===== src/hdl/mfld_pkg.sv =====
package mfld_pkg;

    // fixed field widths
    localparam int COORD_W    = 12;
    localparam int DIFF_W     = COORD_W + 1;
    localparam int DEC_W      = COORD_W + 3;
    localparam int OP_W       = 2;
    localparam int SW_W       = 9;
    localparam int SH_W       = 7;
    localparam int CFG_ADDR_W = 3;
    localparam int CFG_DATA_W = 32;

    // parameter defaults
    localparam int DEF_MAX_WIDTH  = 256;
    localparam int DEF_MAX_HEIGHT = 64;

    // register reset values
    localparam logic [SW_W-1:0] SW_RESET = 9'd32;
    localparam logic [SH_W-1:0] SH_RESET = 7'd16;

    // register indexes (paddr bit 2)
    localparam logic REG_WIDTH  = 1'b0;
    localparam logic REG_HEIGHT = 1'b1;

    // op codes
    localparam logic [OP_W-1:0] OP_READ = 2'd0;
    localparam logic [OP_W-1:0] OP_LINE = 2'd1;
    localparam logic [OP_W-1:0] OP_FILL = 2'd2;

    // byte constants
    localparam logic [7:0] BYTE_ONES  = 8'hFF;
    localparam logic [7:0] BYTE_ZEROS = 8'h00;
    localparam logic [7:0] MSB_MASK   = 8'h80;
    localparam logic [2:0] BIT_SEL    = 3'h7;

    typedef logic signed [COORD_W-1:0] t_coord;

    // one pixel from the line stepper
    typedef struct packed {
        logic   vld;
        t_coord x;
        t_coord y;
    } t_pix;

    // screen size in use, saturated to the buffer size
    typedef struct packed {
        logic [COORD_W-1:0] width;
        logic [COORD_W-1:0] height;
    } t_screen;

    // pixel bit within its byte, MSB first
    function automatic logic [7:0] bit_mask(input t_coord x);
        return MSB_MASK >> (x[2:0] & BIT_SEL);
    endfunction

endpackage


===== src/hdl/mfld_line_step.sv =====
module mfld_line_step (
    input  logic             i_clk,
    input  logic             i_rst_n,
    input  logic             i_load,
    input  mfld_pkg::t_coord i_x_start,
    input  mfld_pkg::t_coord i_y_start,
    input  mfld_pkg::t_coord i_x_end,
    input  mfld_pkg::t_coord i_y_end,
    output mfld_pkg::t_pix   o_pix,
    output logic             o_done
);
    import mfld_pkg::*;

    localparam logic [1:0] LS_IDLE  = 2'd0;
    localparam logic [1:0] LS_SETUP = 2'd1;
    localparam logic [1:0] LS_RUN   = 2'd2;

    logic [1:0]               r_state;
    logic                     r_pv;
    logic                     r_done;
    t_coord                   r_x, r_y, r_xe, r_ye;
    logic [COORD_W-1:0]       r_adx, r_ady;
    logic                     r_sx_neg, r_sy_neg;
    logic                     r_x_major;
    logic signed [DEC_W-1:0]  r_d, r_inc_s, r_inc_d;

    logic signed [DIFF_W-1:0] dx_fwd, dx_rev, dy_fwd, dy_rev;
    logic signed [DEC_W-1:0]  adx_s, ady_s;
    logic                     x_major;
    logic                     at_end;
    logic                     diag;
    t_coord                   x_step, y_step;

    // signed differences both ways, abs picked by sign
    assign dx_fwd = $signed({i_x_end[COORD_W-1], i_x_end})
                  - $signed({i_x_start[COORD_W-1], i_x_start});
    assign dx_rev = $signed({i_x_start[COORD_W-1], i_x_start})
                  - $signed({i_x_end[COORD_W-1], i_x_end});
    assign dy_fwd = $signed({i_y_end[COORD_W-1], i_y_end})
                  - $signed({i_y_start[COORD_W-1], i_y_start});
    assign dy_rev = $signed({i_y_start[COORD_W-1], i_y_start})
                  - $signed({i_y_end[COORD_W-1], i_y_end});

    // setup terms
    assign adx_s   = $signed({{(DEC_W-COORD_W){1'b0}}, r_adx});
    assign ady_s   = $signed({{(DEC_W-COORD_W){1'b0}}, r_ady});
    assign x_major = (r_adx >= r_ady);

    // step terms
    assign at_end = r_x_major ? (r_x == r_xe) : (r_y == r_ye);
    assign diag   = !r_d[DEC_W-1] && (r_d != '0);
    assign x_step = r_sx_neg ? (r_x - t_coord'(1)) : (r_x + t_coord'(1));
    assign y_step = r_sy_neg ? (r_y - t_coord'(1)) : (r_y + t_coord'(1));

    // control
    always_ff @(posedge i_clk) begin
        if (!i_rst_n) begin
            r_state <= LS_IDLE;
            r_pv    <= 1'b0;
            r_done  <= 1'b0;
        end else begin
            r_done <= 1'b0;
            unique case (r_state)
                LS_IDLE: begin
                    r_pv <= 1'b0;
                    if (i_load) begin
                        r_state <= LS_SETUP;
                    end
                end
                LS_SETUP: begin
                    r_pv    <= 1'b1;
                    r_state <= LS_RUN;
                end
                LS_RUN: begin
                    if (at_end) begin
                        r_pv    <= 1'b0;
                        r_done  <= 1'b1;
                        r_state <= LS_IDLE;
                    end else begin
                        r_pv <= 1'b1;
                    end
                end
                default: begin
                    r_pv    <= 1'b0;
                    r_state <= LS_IDLE;
                end
            endcase
        end
    end

    // datapath: load, decision setup, then one step per cycle
    always_ff @(posedge i_clk) begin
        if (r_state == LS_IDLE && i_load) begin
            r_x      <= i_x_start;
            r_y      <= i_y_start;
            r_xe     <= i_x_end;
            r_ye     <= i_y_end;
            r_sx_neg <= dx_fwd[DIFF_W-1];
            r_sy_neg <= dy_fwd[DIFF_W-1];
            r_adx    <= dx_fwd[DIFF_W-1] ? dx_rev[COORD_W-1:0] : dx_fwd[COORD_W-1:0];
            r_ady    <= dy_fwd[DIFF_W-1] ? dy_rev[COORD_W-1:0] : dy_fwd[COORD_W-1:0];
        end else if (r_state == LS_SETUP) begin
            r_x_major <= x_major;
            if (x_major) begin
                r_d     <= (ady_s <<< 1) - adx_s;
                r_inc_s <= ady_s <<< 1;
                r_inc_d <= (ady_s - adx_s) <<< 1;
            end else begin
                r_d     <= (adx_s <<< 1) - ady_s;
                r_inc_s <= adx_s <<< 1;
                r_inc_d <= (adx_s - ady_s) <<< 1;
            end
        end else if (r_state == LS_RUN && !at_end) begin
            r_d <= diag ? (r_d + r_inc_d) : (r_d + r_inc_s);
            if (r_x_major) begin
                r_x <= x_step;
                if (diag) begin
                    r_y <= y_step;
                end
            end else begin
                r_y <= y_step;
                if (diag) begin
                    r_x <= x_step;
                end
            end
        end
    end

    assign o_pix.vld = r_pv;
    assign o_pix.x   = r_x;
    assign o_pix.y   = r_y;
    assign o_done    = r_done;

endmodule


===== config.mk =====
export PLATFORM = sky130hd
export DESIGN_NAME = mfld_line_step
export DESIGN_NICKNAME = d
export VERILOG_FILES = /design/src/hdl/mfld_pkg.sv /design/src/hdl/mfld_line_step.sv
export SDC_FILE = /design/constraint.sdc
export NUM_CORES = 1
export LEC_CHECK = 0
export BUFFER_PORTS_ARGS = -buffer_cell sky130_fd_sc_hd__buf_2
export CAP_MARGIN = 20
export CORE_MARGIN = 1.5
export CORE_UTILIZATION = 40
export CTS_CLUSTER_SIZE = 10
export DETAILED_ROUTE_END_ITERATION = 16
export PLACE_DENSITY = 0.54
export REMOVE_ABC_BUFFERS = 1
export SYNTH_ARGS = -nofsm -noshare
export SYNTH_HDL_FRONTEND = slang
export SYNTH_SLANG_ARGS = --single-unit

===== constraint.sdc =====
create_clock -name i_clk -period 4.7 [get_ports i_clk]
set_clock_uncertainty 0.15 [all_clocks]
set_input_delay 0.47 -clock i_clk [delete_from_list [all_inputs] [get_ports i_clk]]
set_output_delay 0.47 -clock i_clk [all_outputs]
set_load 0.01 [all_outputs]

==> metrics.cfg <==
[outcome]
status = finished clean

[hold_path]
worstHoldStart = i_y_end[11]
hold_class = input pin to flip-flop
worst_hold_path.num_cells = 1
min_delay_worst_endpoint = r_ye[11]$_DFFE_PP_

[timing]
timing.final.crit_period_ns = 4.02
worst_pin_slew_ns = 0.875
totalNegativeSetupSlack_ns = 0
timing.final.crit_share_pct = 85.6
unrepaired_setup_endpoints_after_global_routing = false
timing.final.hold_violations = 0
report.final.setup_viol = 0
max_clock_freq_ghz = 0.248
slew_violations = 0
slew_headroom_pct = 40.9

[yosys]
ys_warn_count = 0
yosys-top-cells-count = sky130_fd_sc_hd__ha_1 (130), sky130_fd_sc_hd__edfxtp_1 (115), sky130_fd_sc_hd__inv_1 (112)
yosys.area_share.adder_pct = 17.8
synth_top_flop_cell = sky130_fd_sc_hd__edfxtp_1
synth-edff-count = 115
post_synth_inst_count = 1098
yosys_register_bits = 119
synth-xor-area-share_pct = 7.92
synth.top_cell.area_share_pct = 33.2
synth_top_family_by_area = compound AO/OA/AOI/OAI gates
post-synth-top-count-cell = sky130_fd_sc_hd__ha_1
synthMuxAreaShare_pct = 3.89
yosys.area_share.simple_pct = 12.0
synth_area_leaders = sky130_fd_sc_hd__edfxtp_1 (33%), sky130_fd_sc_hd__ha_1 (16%), sky130_fd_sc_hd__xnor2_1 (5.6%)
synth_compound_gate_area_share_pct = 19.1
syn_avg_cell_area_um2 = 9.47
share_of_async_settable_or_async_resettable_flops_after_synthesis_pct = 0
synth_seq_area_share_pct = 34.0
synthesis.area_um2 = 10400
yosysUniqueCellTypes = 71
synthDominantAreaCellType = sky130_fd_sc_hd__edfxtp_1

[detailed_routing]
antenna_left = 0
post-route-drc-count = 0
detailedRoute.firstIterationViolations = 491
via_per_inst = 5.29
post_drt_wl_per_cell_um = 16.3
routed_wirelength_mm = 24.8
iteration_count_of_the_initial_detailed_routing_pass = 5
detailroute.via_count = 8022

[worst_setup_path]
worst-endpoint-arrival_ns = 4.06
startpoint_type = flip-flop
worst-setup-path-type = flip-flop to flip-flop
ff2ff_setup_slack_ns = 0.68
timing.critical_path.fanout_max = 8
worstSetupStartpoint = r_d[1]$_DFFE_PP_
worstRegToRegCells = 12
cp_cell_sequence = nor4_1 > a41oi_1 > mux2_2 > ha_1 > a21oi_1 > o211ai_1 > o41ai_2 > o21ai_1 > a21o_1 > a21oi_1 > xor2_1 > mux2_2
crit_required_ns = 4.73
r2r_endpoint = r_d[14]$_DFFE_PP_
timing.critical_path.slowest_stage_cell = sky130_fd_sc_hd__a41oi_1
r2r-start = r_d[1]$_DFFE_PP_
critical_path.max_stage_delay_ns = 0.46
endpoint_kind = flip-flop

[global_routing]
grt_pass1_vias = 7812
antenna_found_initial = 0
grtUsageTotal_pct = 19.2
global_route_wire_length_before_repair_mm = 40.0
largest_net_degree_at_the_start_of_global_routing = 49
overflow = 0

[die]
num_rows = 58
design.die.area_um2 = 27000
start_util_pct = 41.0
floorplan.die.height_um = 164
fp.dieW_um = 164
floorplan.core_area_um2 = 25300
num_io_pins = 77

[power]
netSwitchingFraction_pct = 42.6
power.combinational.fraction_pct = 56.2
powerDensity_nw_per_um2 = 656
power.leakage_uw = 0.00498
p_seq_share_pct = 27.6
p_int_uw = 4400
power.share.clock_pct = 16.3
total_switching_power_uw = 3270
ir_drop_mv = 0.360

[cells_and_area]
num-nets-final = 1367
proportion_of_layout_cells_with_a_drive_suffix_above_1_pct = 12.6
stdcell_area_um2 = 11700
fill_cells = 2385
antenna_cells = 0
areaGrowthSynthToFinish_pct = 12.4

[clocking]
htree_num_levels = 4
ctsResizeCount = 0
cts-root-to-sink-buffers = 2
post_cts.repair.setup_buffers = 0
numClockSinks = 119
cts.hold.buffers_added = 0
insertion_delay_ns = 0.44
clk_pin_slew_worst_paths_ns = 0.06
cts_tree = yes
tritoncts.num_buffers = 17
cts_root_buf = sky130_fd_sc_hd__clkbuf_16

[placement]
placedInstanceArea_um2 = 11100
gpl_wtd_cong = 0.850
hpwl_mm = 19.5
portBuffers = 76

[flow_run]
cap_viol_max_count = 0

worst max-delay path by stage:
stage	to	slack (ns)	depth (start not counted)
finish	r_d[14]$_DFFE_PP_	0.68	12
global route	r_d[14]$_DFFE_PP_	0.29	12
CTS	r_d[14]$_DFFE_PP_	0.60	12
detailed placement	r_d[14]$_DFFE_PP_	0.62	12
global placement	r_d[14]$_DFFE_PP_	0.71	12
floorplan	r_d[10]$_DFFE_PP_	0.38	5
power by group through the flow:
stage	clock (uW)	sequential [uW]	combinational (uW)
floorplan	0	2080	3250
global placement	0	2150	4260
detailed placement	0	2140	4290
CTS	1270	2120	4320
global route	1310	2170	4800
finish	1250	2110	4310
state kept, by name, summed over array words and instances, names as in the netlist, 2 cells and up:
signal   count
r_adx       12
r_ady       12
r_d         15
r_inc_d     13
r_inc_s     12
r_state      2
r_x         12
r_xe        12
r_y         12
r_ye        12
area by class of cell:
| class | count | area, um2 | area share, % |
|---|---|---|---|
| Clock inverter | 14 | 126 | 1.08 |
| Multi-Input combinational cell | 838 | 6310 | 54.0 |
| Inverter | 114 | 428 | 3.66 |
| Sequential cell | 119 | 3530 | 30.2 |
| Timing Repair Buffer | 85 | 448 | 3.83 |
| Clock buffer | 17 | 425 | 3.64 |
| Tap cell | 330 | 413 | 3.53 |
cell families after synthesis:
logic type      after synthesis
fa+ha+maj                   141
flops                       119
simple gates                263
buf+inv                     141
compound gates              302
xor+xnor                     94
mux                          38
cells in the final DEF (no fill, tap or decap), drive strengths merged, types with 5 or more instances in the layout:
master and instances:
ha 130, inv 118, edfxtp 115, buf 85, a21oi 83, nor2 80
o21ai 75, xnor2 66, nand2 64, xor2 28, nor2b 26, nor3 24
mux2i 22, o21a 20, a21o 18, nand2b 18, clkbuf 17, nand3 16
mux2 16, o211ai 16, o31ai 12, o21bai 11, fa 11, a31oi 11
nand4 10, o41ai 9, nor4 7, a211oi 7, clkinv 5
metrics by stage:
stage          std cells  power, uW  hold slack (ns)  utilization, %  setup WS (ns)
3_3_place_gp        1486       6400            0.390            44.0          0.709
3_5_place_dp        1486       6430            0.388            44.0          0.622
6_report            1517       7670           0.0877            46.1          0.676
2_1_floorplan       1071       5330            0.363               -          0.385
5_1_grt             1517       8280           0.0826            46.1          0.288
4_1_cts             1517       7710           0.0806            46.1          0.598
worst max-delay path, delay by kind of cell, from the launching register on:
kind | cells | cell delay (ns)
compound gates | 7 | 1.82
fa+ha+maj | 1 | 0.27
xor+xnor | 1 | 0.09
flops | 1 | 0.40
mux | 2 | 0.69
simple gates | 1 | 0.36
layer usage:
layer	global-route usage [%]	part of all wire [%]	up-vias	routed length, um
met1	26.3	50	3748	12300
li1	-	-	4109	-
met4	5.41	1.2	0	301
met5	0	0	-	0
met2	31.5	46	144	11300
met3	2.80	3.2	21	803
No activity file was read; power rests on OpenSTA's default activity.
