## src/hdl/mfld_pkg.sv

```systemverilog
package mfld_pkg;

    // fixed field widths
    localparam int COORD_W    = 12;
    localparam int DIFF_W     = COORD_W + 1;
    localparam int DEC_W      = COORD_W + 3;
    localparam int OP_W       = 2;
    localparam int SW_W       = 9;
    localparam int SH_W       = 7;
    localparam int CFG_ADDR_W = 3;
    localparam int CFG_DATA_W = 32;

    // parameter defaults
    localparam int DEF_MAX_WIDTH  = 256;
    localparam int DEF_MAX_HEIGHT = 64;

    // register reset values
    localparam logic [SW_W-1:0] SW_RESET = 9'd32;
    localparam logic [SH_W-1:0] SH_RESET = 7'd16;

    // register indexes (paddr bit 2)
    localparam logic REG_WIDTH  = 1'b0;
    localparam logic REG_HEIGHT = 1'b1;

    // op codes
    localparam logic [OP_W-1:0] OP_READ = 2'd0;
    localparam logic [OP_W-1:0] OP_LINE = 2'd1;
    localparam logic [OP_W-1:0] OP_FILL = 2'd2;

    // byte constants
    localparam logic [7:0] BYTE_ONES  = 8'hFF;
    localparam logic [7:0] BYTE_ZEROS = 8'h00;
    localparam logic [7:0] MSB_MASK   = 8'h80;
    localparam logic [2:0] BIT_SEL    = 3'h7;

    typedef logic signed [COORD_W-1:0] t_coord;

    // one pixel from the line stepper
    typedef struct packed {
        logic   vld;
        t_coord x;
        t_coord y;
    } t_pix;

    // screen size in use, saturated to the buffer size
    typedef struct packed {
        logic [COORD_W-1:0] width;
        logic [COORD_W-1:0] height;
    } t_screen;

    // pixel bit within its byte, MSB first
    function automatic logic [7:0] bit_mask(input t_coord x);
        return MSB_MASK >> (x[2:0] & BIT_SEL);
    endfunction

endpackage

```

## src/hdl/mfld_cfg.sv

```systemverilog
module mfld_cfg #(
    parameter int MAX_WIDTH  = mfld_pkg::DEF_MAX_WIDTH,
    parameter int MAX_HEIGHT = mfld_pkg::DEF_MAX_HEIGHT
) (
    input  logic                                i_clk,
    input  logic                                i_rst_n,
    input  logic                                psel,
    input  logic                                penable,
    input  logic                                pwrite,
    input  logic [mfld_pkg::CFG_ADDR_W-1:0]     paddr,
    input  logic [mfld_pkg::CFG_DATA_W-1:0]     pwdata,
    output logic [mfld_pkg::CFG_DATA_W-1:0]     prdata,
    output logic                                pready,
    output mfld_pkg::t_screen                   o_screen
);
    import mfld_pkg::*;

    localparam logic [COORD_W-1:0] MAX_W = COORD_W'(MAX_WIDTH);
    localparam logic [COORD_W-1:0] MAX_H = COORD_W'(MAX_HEIGHT);

    logic [SW_W-1:0]    r_sw;
    logic [SH_W-1:0]    r_sh;
    logic               wr_en;
    logic [COORD_W-1:0] sw_ext;
    logic [COORD_W-1:0] sh_ext;

    assign pready = 1'b1;
    assign wr_en  = psel && penable && pwrite;

    // register writes, word decoded on address bit 2
    always_ff @(posedge i_clk) begin
        if (!i_rst_n) begin
            r_sw <= SW_RESET;
            r_sh <= SH_RESET;
        end else if (wr_en) begin
            unique case (paddr[2])
                REG_WIDTH:  r_sw <= pwdata[SW_W-1:0];
                REG_HEIGHT: r_sh <= pwdata[SH_W-1:0];
                default:    r_sw <= r_sw;
            endcase
        end
    end

    // readback
    always_comb begin
        unique case (paddr[2])
            REG_WIDTH:  prdata = CFG_DATA_W'(r_sw);
            REG_HEIGHT: prdata = CFG_DATA_W'(r_sh);
            default:    prdata = '0;
        endcase
    end

    // sizes in use, clipped to the buffer
    assign sw_ext = COORD_W'(r_sw);
    assign sh_ext = COORD_W'(r_sh);
    assign o_screen.width  = (sw_ext > MAX_W) ? MAX_W : sw_ext;
    assign o_screen.height = (sh_ext > MAX_H) ? MAX_H : sh_ext;

endmodule

```

## config.mk

```make
export PLATFORM = sky130hd
export DESIGN_NAME = mfld_cfg
export DESIGN_NICKNAME = d
export VERILOG_FILES = /design/src/hdl/mfld_pkg.sv /design/src/hdl/mfld_cfg.sv
export SDC_FILE = /design/constraint.sdc
export NUM_CORES = 1
export LEC_CHECK = 0
export ABC_AREA = 1
export BUFFER_PORTS_ARGS = -buffer_cell sky130_fd_sc_hd__buf_4
export CAP_MARGIN = 20
export CORE_MARGIN = 2
export CORE_UTILIZATION = 42
export CTS_BUF_LIST = sky130_fd_sc_hd__clkbuf_16
export DETAILED_ROUTE_END_ITERATION = 10
export PLACE_DENSITY_LB_ADDON = 0.15
export SKIP_CTS_REPAIR_TIMING = 1
export SYNTH_ARGS = -nofsm -noshare
export SYNTH_HDL_FRONTEND = slang
export SYNTH_SLANG_ARGS = --single-unit
```

## constraint.sdc

```tcl
create_clock -name i_clk -period 2 [get_ports i_clk]
set_input_delay 0.2 -clock i_clk [delete_from_list [all_inputs] [get_ports i_clk]]
set_output_delay 0.2 -clock i_clk [all_outputs]
set_load 0.1 [all_outputs]
```

==> flow_metrics.tcl, run 1 <==
set metrics [dict create \
    synth_simple_gate_area_frac 0.348 \
    setup_ws_ps 284 \
    grtUsageTotal 0.140 \
    whs_ps 172 \
    period_needed_ps 1720 \
    core_area_um2 2710 \
    setup_viol 0 \
    rsz0062_at_grt "false" \
    dr.pass1.iters 4 \
    dp.final_hpwl_mm 1.75 \
    slowest_stage "nor2_1" \
    synth_seq_cells 16 \
    dr_total_vias 1041 \
    wl_mm 2.21 \
    ys.flop_type "dfxtp_1" \
    maxSlewHeadroom 0.654 \
    ant_nets 0 \
    power_switching_share 0.477 \
    dr.first_iter.drc_count 14 \
    yosysMostFrequentCell "nor2_1" \
    syn_area_um2 1190 \
    io-pin-count 97 \
    synth_xor_xnor_area_share 0 \
    area_growth_pct 19.1 \
    viasPerCell 4.07 \
    grt_pass1_wl_mm 3.62 \
    cellInternalPower_mw 0.662 \
    slowest_delay_ps 400 \
    synthMuxAreaShare 0 \
    initial_core_util 0.438 \
    nets 266 \
    grt_antenna_before_repair 0 \
    root_buffer "clkbuf_16" \
    synthTopCellsByArea "dfxtp_1, buf_4, nor2_1" \
    clkLatencyLatePin_ps 240 \
    p_per_area_nw_per_um2 896 \
    seqPwrFrac 0.269 \
    fmax_mhz 583 \
    cts_buffers 3 \
    synth_top_family_by_area "simple AND/OR/NAND/NOR gates" \
    switchingPower_mw 0.604 \
    synth_top_area_frac 0.270 \
    h-tree-depth 1 \
    synth-seq-area-share 0.270 \
    layout-drive-gt1-share 0.213 \
    syn_area_per_cell_um2 6.15 \
    synth_commonest_cells "nor2_1, nand2_1, buf_4" \
    slew_viol_final 0 \
    start_kind "flip-flop" \
    dp_slack_ps 547 \
    worstMarginPinSlew_ps 517 \
    place.gp.congestion 0.760 \
    finalCritPeriodShare 0.858 \
    cts.clk_slew.worst_paths_ps 50 \
    synthCells 193 \
    max_cap_viol_count 0 \
    drc 0 \
    grt_max_degree 20 \
    synth.distinct_cells 16 \
    status "complete, no violations" \
    die_h_um 57.2 \
    clockPowerShare 0.309 \
    async_reset_ff_frac 0 \
    p_comb_frac 0.422 \
    yosys_warnings 0 \
    io_buffers 39 \
    cpMostUsedCell "nor2_1" \
    clock_path_buffers 2 \
    worstSetupPathType "flip-flop to primary output" \
    dieArea_um2 3270 \
    holdCritPathClass "input port to flip-flop" \
    path_max_fanout 8 \
    cts_tree "yes" \
    total_power_mw 1.27 \
    overflow 0 \
    synthAdderAreaFrac 0 \
    p_leak_nw 0.768 \
    cp.arrival_ps 1520 \
    synth-edff-count 0 \
    diodes 0 \
    worstPathRequired_ps 1800 \
    synth_top_cell_by_area "dfxtp_1" \
    core.rowCount 19 \
    wl_per_cell_um 8.64 \
    grt_pass1_vias 906 \
    synth_compound_area_frac 0.0379 \
    clock_skew_ps 0 \
    end_kind "primary output" \
    die_w_um 57.2 \
    clkSinkCount 16 \
    finalHoldViolations 0 \
    crit_chain "nor2_1 > nand2_1 > nor2_1 > nor2_1 > nor2_1 > buf_4" \
    ir_drop_mv 0.519 \
]
==> through the flow <==
step	setup TNS [ps]	utilization	cells	area [um^2]
floorplan	-830	-	223	1310
global placement	0	0.493	252	1340
detailed placement	0	0.493	252	1340
CTS	0	0.522	256	1410
global route	0	0.522	256	1410
finish	0	0.522	256	1410
==> final cells by class <==
| cell class | instances | area, um^2 |
|---|---|---|
| clock buffer | 3 | 75.1 |
| clock inverter | 1 | 3.75 |
| fill | 321 | 1300 |
| inverter | 26 | 100 |
| multi-input combinational | 140 | 583 |
| sequential | 16 | 320 |
| tap | 31 | 38.8 |
| timing repair buffer | 39 | 293 |
==> path summary, 6_finish.rpt <==
check,from,endpoint,slack [ps],cells after the start
max,r_sw[6]$_SDFFE_PN0P_,o_screen[14],280,6
min reg2reg,r_sw[2]$_SDFFE_PN0P_,r_sw[2]$_SDFFE_PN0P_,500,2
max reg2reg,r_sh[6]$_SDFFE_PN0P_,r_sh[6]$_SDFFE_PN0P_,1330,2
min,pwdata[5],r_sw[5]$_SDFFE_PN1P_,170,3
==> registers in the layout, summed over array words and instances, names as in the netlist <==
name	flops
r_sw	9
r_sh	7
==> logic make-up (layout without fill, tap and decap cells) <==
group	count (synthesis)	count (layout)
other	2	32
buffers and inverters	67	69
DFF	16	16
and+or+nand+nor	99	99
AOI/OAI and AO/OA	9	9
==> power by group through the flow <==
stage	Sequential, mW	Combinational [mW]	Clock, mW
4_1_cts	0.341	0.536	0.403
5_1_grt	0.343	0.555	0.422
6_report	0.341	0.535	0.391
3_3_place_gp	0.347	0.535	0
3_5_place_dp	0.347	0.535	0
2_1_floorplan	0.344	0.528	0
==> routing by layer <==
metal / global-route usage / part of all wire / vias up
met4: 0.0498 / 0.0063 / 0
li1: - / - / 560
met2: 0.235 / 0.47 / 41
met3: 0.0317 / 0.080 / 2
met1: 0.175 / 0.44 / 438
met5: 0 / 0 / -
==> cells in the final DEF, fill, tap and decap left out, drive strengths merged <==
cell type / instances
dfxtp: 16
clkbuf: 3
inv: 26
buf: 39
nand3: 4
o21ai: 9
nand2: 40
nor2: 55
conb: 32
clkinv: 1
==> worst max-delay path: cells and delay by family, from the launching register on <==
family | cells | cell delay (ps)
simple gates | 5 | 670
flops | 1 | 350
buf+inv | 1 | 250
Power figures use the tool's default switching activity.
==> inputs of run 2 (changes only) <==
- CELL_PAD_IN_SITES_DETAIL_PLACEMENT: default -> 0
- CELL_PAD_IN_SITES_GLOBAL_PLACEMENT: default -> 2
- CORE_ASPECT_RATIO: default -> 1.1
- CORE_UTILIZATION: 42 -> 19
==> flow_metrics.tcl, run 2 (synthesis gave the netlist of run 1 again) <==
set metrics [dict create \
    status "complete, no violations" \
    dr.pass1.iters 2 \
    largest_register_ffs 9 \
    cts_buffers 3 \
    nets 266 \
    fill_cells 723 \
    initial_core_util 0.194 \
    grtUsageMet3 0.0156 \
    cts.clk_slew.worst_paths_ps 50 \
    r2r_slack_ps 1250 \
    ir_drop_mv 0.248 \
    rr_startpoint "r_sh[6]$_SDFFE_PN0P_" \
    start_kind "flip-flop" \
    max_cap_viol_count 0 \
    diodes 0 \
    finalHoldViolations 0 \
    use_met1 0.118 \
    slew_viol_final 0 \
    die_w_um 79.4 \
    die_h_um 86.9 \
    worstSetupPathType "flip-flop to primary output" \
    cp.arrival_ps 1530 \
    clock_path_buffers 2 \
    finalCritPeriodShare 0.867 \
    wl_mm 3.01 \
    rsz0062_at_grt "false" \
    regMostFlops "r_sw" \
    grt_pass1_vias 935 \
    holdCritPathClass "input port to flip-flop" \
    seqCellArea_um2 320 \
    grt_use_met2 0.136 \
    worstMarginPinSlew_ps 498 \
    ant_nets 0 \
    dr.first_iter.drc_count 23 \
    period_needed_ps 1730 \
    drc 0 \
    p_per_area_nw_per_um2 863 \
    wl_per_cell_um 9.87 \
    cp-startpoint "r_sw[2]$_SDFFE_PN0P_" \
    grt_pass1_wl_mm 4.55 \
    path_max_fanout 8 \
    largestRegisters "r_sw (9), r_sh (7)" \
    clkSinkCount 16 \
    grtUsageTotal 0.0864 \
    total_power_mw 1.27 \
    layout_commonest_cell "nor2_1" \
    h-tree-depth 1 \
    min-delay-start "pwdata[5]" \
    overflow 0 \
    core.rowCount 30 \
    worstPathRequired_ps 1800 \
    mostFrequentLayoutCells "nor2_1, nand2_1, buf_4" \
    area_growth_pct 24.2 \
    fmax_mhz 577 \
    place.gp.congestion 0.629 \
    multi_input_area_um2 583 \
    grt_max_degree 20 \
    clock_skew_ps 0 \
    dr_total_vias 1040 \
    setup_viol 0 \
    layout-drive-gt1-share 0.213 \
    cts_tree "yes" \
    maxSlewHeadroom 0.667 \
    grt_antenna_before_repair 0 \
    io-pin-count 97 \
    core_area_um2 6120 \
    io_buffers 39 \
    clkLatencyLatePin_ps 240 \
    root_buffer "clkbuf_16" \
    end_kind "primary output" \
    p_leak_nw 0.768 \
    dieArea_um2 6900 \
    dp.final_hpwl_mm 2.43 \
    gr-max-usage-layer "met2" \
    viasPerCell 3.41 \
    setup_tns_ps 0 \
]
run 2: path summary, 6_finish.rpt:
| kind | endpoint | cells after the start |
|---|---|---|
| worst max-delay path | o_screen[12] | 6 |
| worst min-delay path | r_sw[5]$_SDFFE_PN1P_ | 3 |
| worst max register to register | r_sh[6]$_SDFFE_PN0P_ | 2 |
| worst min register to register | r_sw[1]$_SDFFE_PN0P_ | 2 |
run 2: cell type report:
class | instances | share of cell area
Clock buffer | 3 | 0.0509
Clock inverter | 1 | 0.00254
Inverter | 26 | 0.0679
Multi-Input combinational cell | 140 | 0.395
Sequential cell | 16 | 0.217
Tap cell | 80 | 0.0679
Timing Repair Buffer | 39 | 0.198
run 2: critical path: stages (launching register included):
cell     delay, ps
dfxtp_1        390
nor2_1          60
nand2_1         70
nor2_1          40
nor2_1         380
nor2_1          90
buf_4          250
run 2: metal layers:
| metal | wire, um | part of all wire |
|---|---|---|
| met3 | 259 | 0.086 |
| met2 | 1260 | 0.42 |
| met5 | 0 | 0 |
| met1 | 1440 | 0.48 |
| met4 | 50 | 0.017 |
run 2: through the flow:
stage,instances,setup slack (ps),cell area [um^2],util,hold slack (ps)
after global placement,301,511,1400,0.228,443
final,305,266,1480,0.241,189
after detailed placement,301,528,1400,0.228,444
after global routing,305,131,1480,0.241,199
after floorplan,223,-95.8,1310,-,326
after CTS,305,257,1480,0.241,187
run 2: power breakdown:
| group | internal (mW) | switching [mW] |
|---|---|---|
| combinational | 0.0662 | 0.472 |
| sequential | 0.331 | 0.0122 |
| clock | 0.265 | 0.126 |
==> inputs of run 3 (changes only) <==
- REMOVE_ABC_BUFFERS: default -> 1
==> flow_metrics.tcl, run 3 (synthesis gave the netlist of run 1 again) <==
set metrics [dict create \
    worstSetupPathType "flip-flop to primary output" \
    max_cap_viol_count 0 \
    dr_total_vias 1053 \
    core_area_um2 6120 \
    mostFrequentLayoutCells "nor2_1, buf_4, nand2_1" \
    setup_ws_ps 338 \
    grt_pass1_vias 956 \
    ir_drop_mv 0.259 \
    clock_skew_ps 0 \
    holdCritPathClass "input port to flip-flop" \
    overflow 0 \
    wl_per_cell_um 9.34 \
    path_max_fanout 4 \
    p_leak_nw 0.778 \
    root_buffer "clkbuf_16" \
    p_per_area_nw_per_um2 856 \
    ant_nets 0 \
    cts_buffers 3 \
    grtUsageTotal 0.0848 \
    die_h_um 86.9 \
    dp.final_hpwl_mm 2.28 \
    worstPathRequired_ps 1800 \
    place.gp.congestion 0.653 \
    core.rowCount 30 \
    cts_tree "yes" \
    setup_viol 0 \
    largestRegisters "r_sw (9), r_sh (7)" \
    finalCritPeriodShare 0.831 \
    nets 268 \
    regMostFlops "r_sw" \
    finalHoldViolations 0 \
    wl_mm 2.86 \
    fmax_mhz 602 \
    io_buffers 39 \
    dr.first_iter.drc_count 33 \
    layout-drive-gt1-share 0.212 \
    diodes 0 \
    viasPerCell 3.44 \
    grt_max_degree 20 \
    io-pin-count 97 \
    drc 0 \
    clkSinkCount 16 \
    area_growth_pct 24.8 \
    dr.pass1.iters 4 \
    cts.clk_slew.worst_paths_ps 50 \
    initial_core_util 0.194 \
    total_power_mw 1.27 \
    grt_antenna_before_repair 0 \
    dp_slack_ps 561 \
    clkLatencyLatePin_ps 240 \
    h-tree-depth 1 \
    cp.arrival_ps 1460 \
    start_kind "flip-flop" \
    fill_cells 722 \
    rsz0062_at_grt "false" \
    die_w_um 79.4 \
    end_kind "primary output" \
    period_needed_ps 1660 \
    largest_register_ffs 9 \
    layout_commonest_cell "nor2_1" \
    grt_pass1_wl_mm 4.46 \
    clock_path_buffers 2 \
    status "complete, no violations" \
    slew_viol_final 0 \
    dieArea_um2 6900 \
]
## run 3: cell types whose count changed in the layout (fill, tap and decap cells not counted), sizes merged
cell and change:
buf +2, clkinv -1
## run 3: cell type report
cell class	count	area, um^2	area share
well taps	80	100	0.0676
inverters	26	100	0.0676
multi-input cells	140	578	0.390
flip-flops and latches	16	320	0.216
clock buffers	3	75.1	0.0507
repair buffers	41	308	0.208
## run 3: per-layer routing
layer  track usage  up-vias  part of all wire
met4        0.0470        0             0.014
met3       0.00934        2             0.044
met5             0        -                 0
met1        0.0975      452              0.43
li1              -      564                 -
met2         0.153       35              0.51
## run 3: final timing paths
kind,startpoint,endpoint,cells past startpoint,slack [ps]
setup / recovery,r_sw[4]$_SDFFE_PN0P_,o_screen[18],7,340
hold / removal,pwdata[4],r_sh[4]$_SDFFE_PN1P_,3,180
setup reg to reg,r_sh[6]$_SDFFE_PN0P_,r_sh[6]$_SDFFE_PN0P_,2,1310
hold reg to reg,r_sw[0]$_SDFFE_PN0P_,r_sw[0]$_SDFFE_PN0P_,2,500
## run 3: stage by stage
step	cells	cell area, um^2	util	TNS (ps)	hold WS, ps
detailed placement	303	1410	0.230	0	433
finish	306	1480	0.242	0	181
CTS	306	1480	0.242	0	177
global placement	303	1410	0.230	0	436
global route	306	1480	0.242	0	195
floorplan	182	998	-	-10560	285
## run 3: report_power, final
group | switching (mW) | leakage [nW] | internal [mW]
Combinational | 0.471 | 0.611 | 0.0670
Clock | 0.126 | 0.0370 | 0.263
Sequential | 0.0110 | 0.130 | 0.331
Total | 0.608 | 0.778 | 0.660
## run 3: worst max-delay path, cell delays in order (launching register included)
cell	delay [ps]
dfxtp_1	320
nor2_1	120
nand2_1	60
nor2_1	100
nor2_1	60
buf_4	140
nor2_1	110
buf_4	300
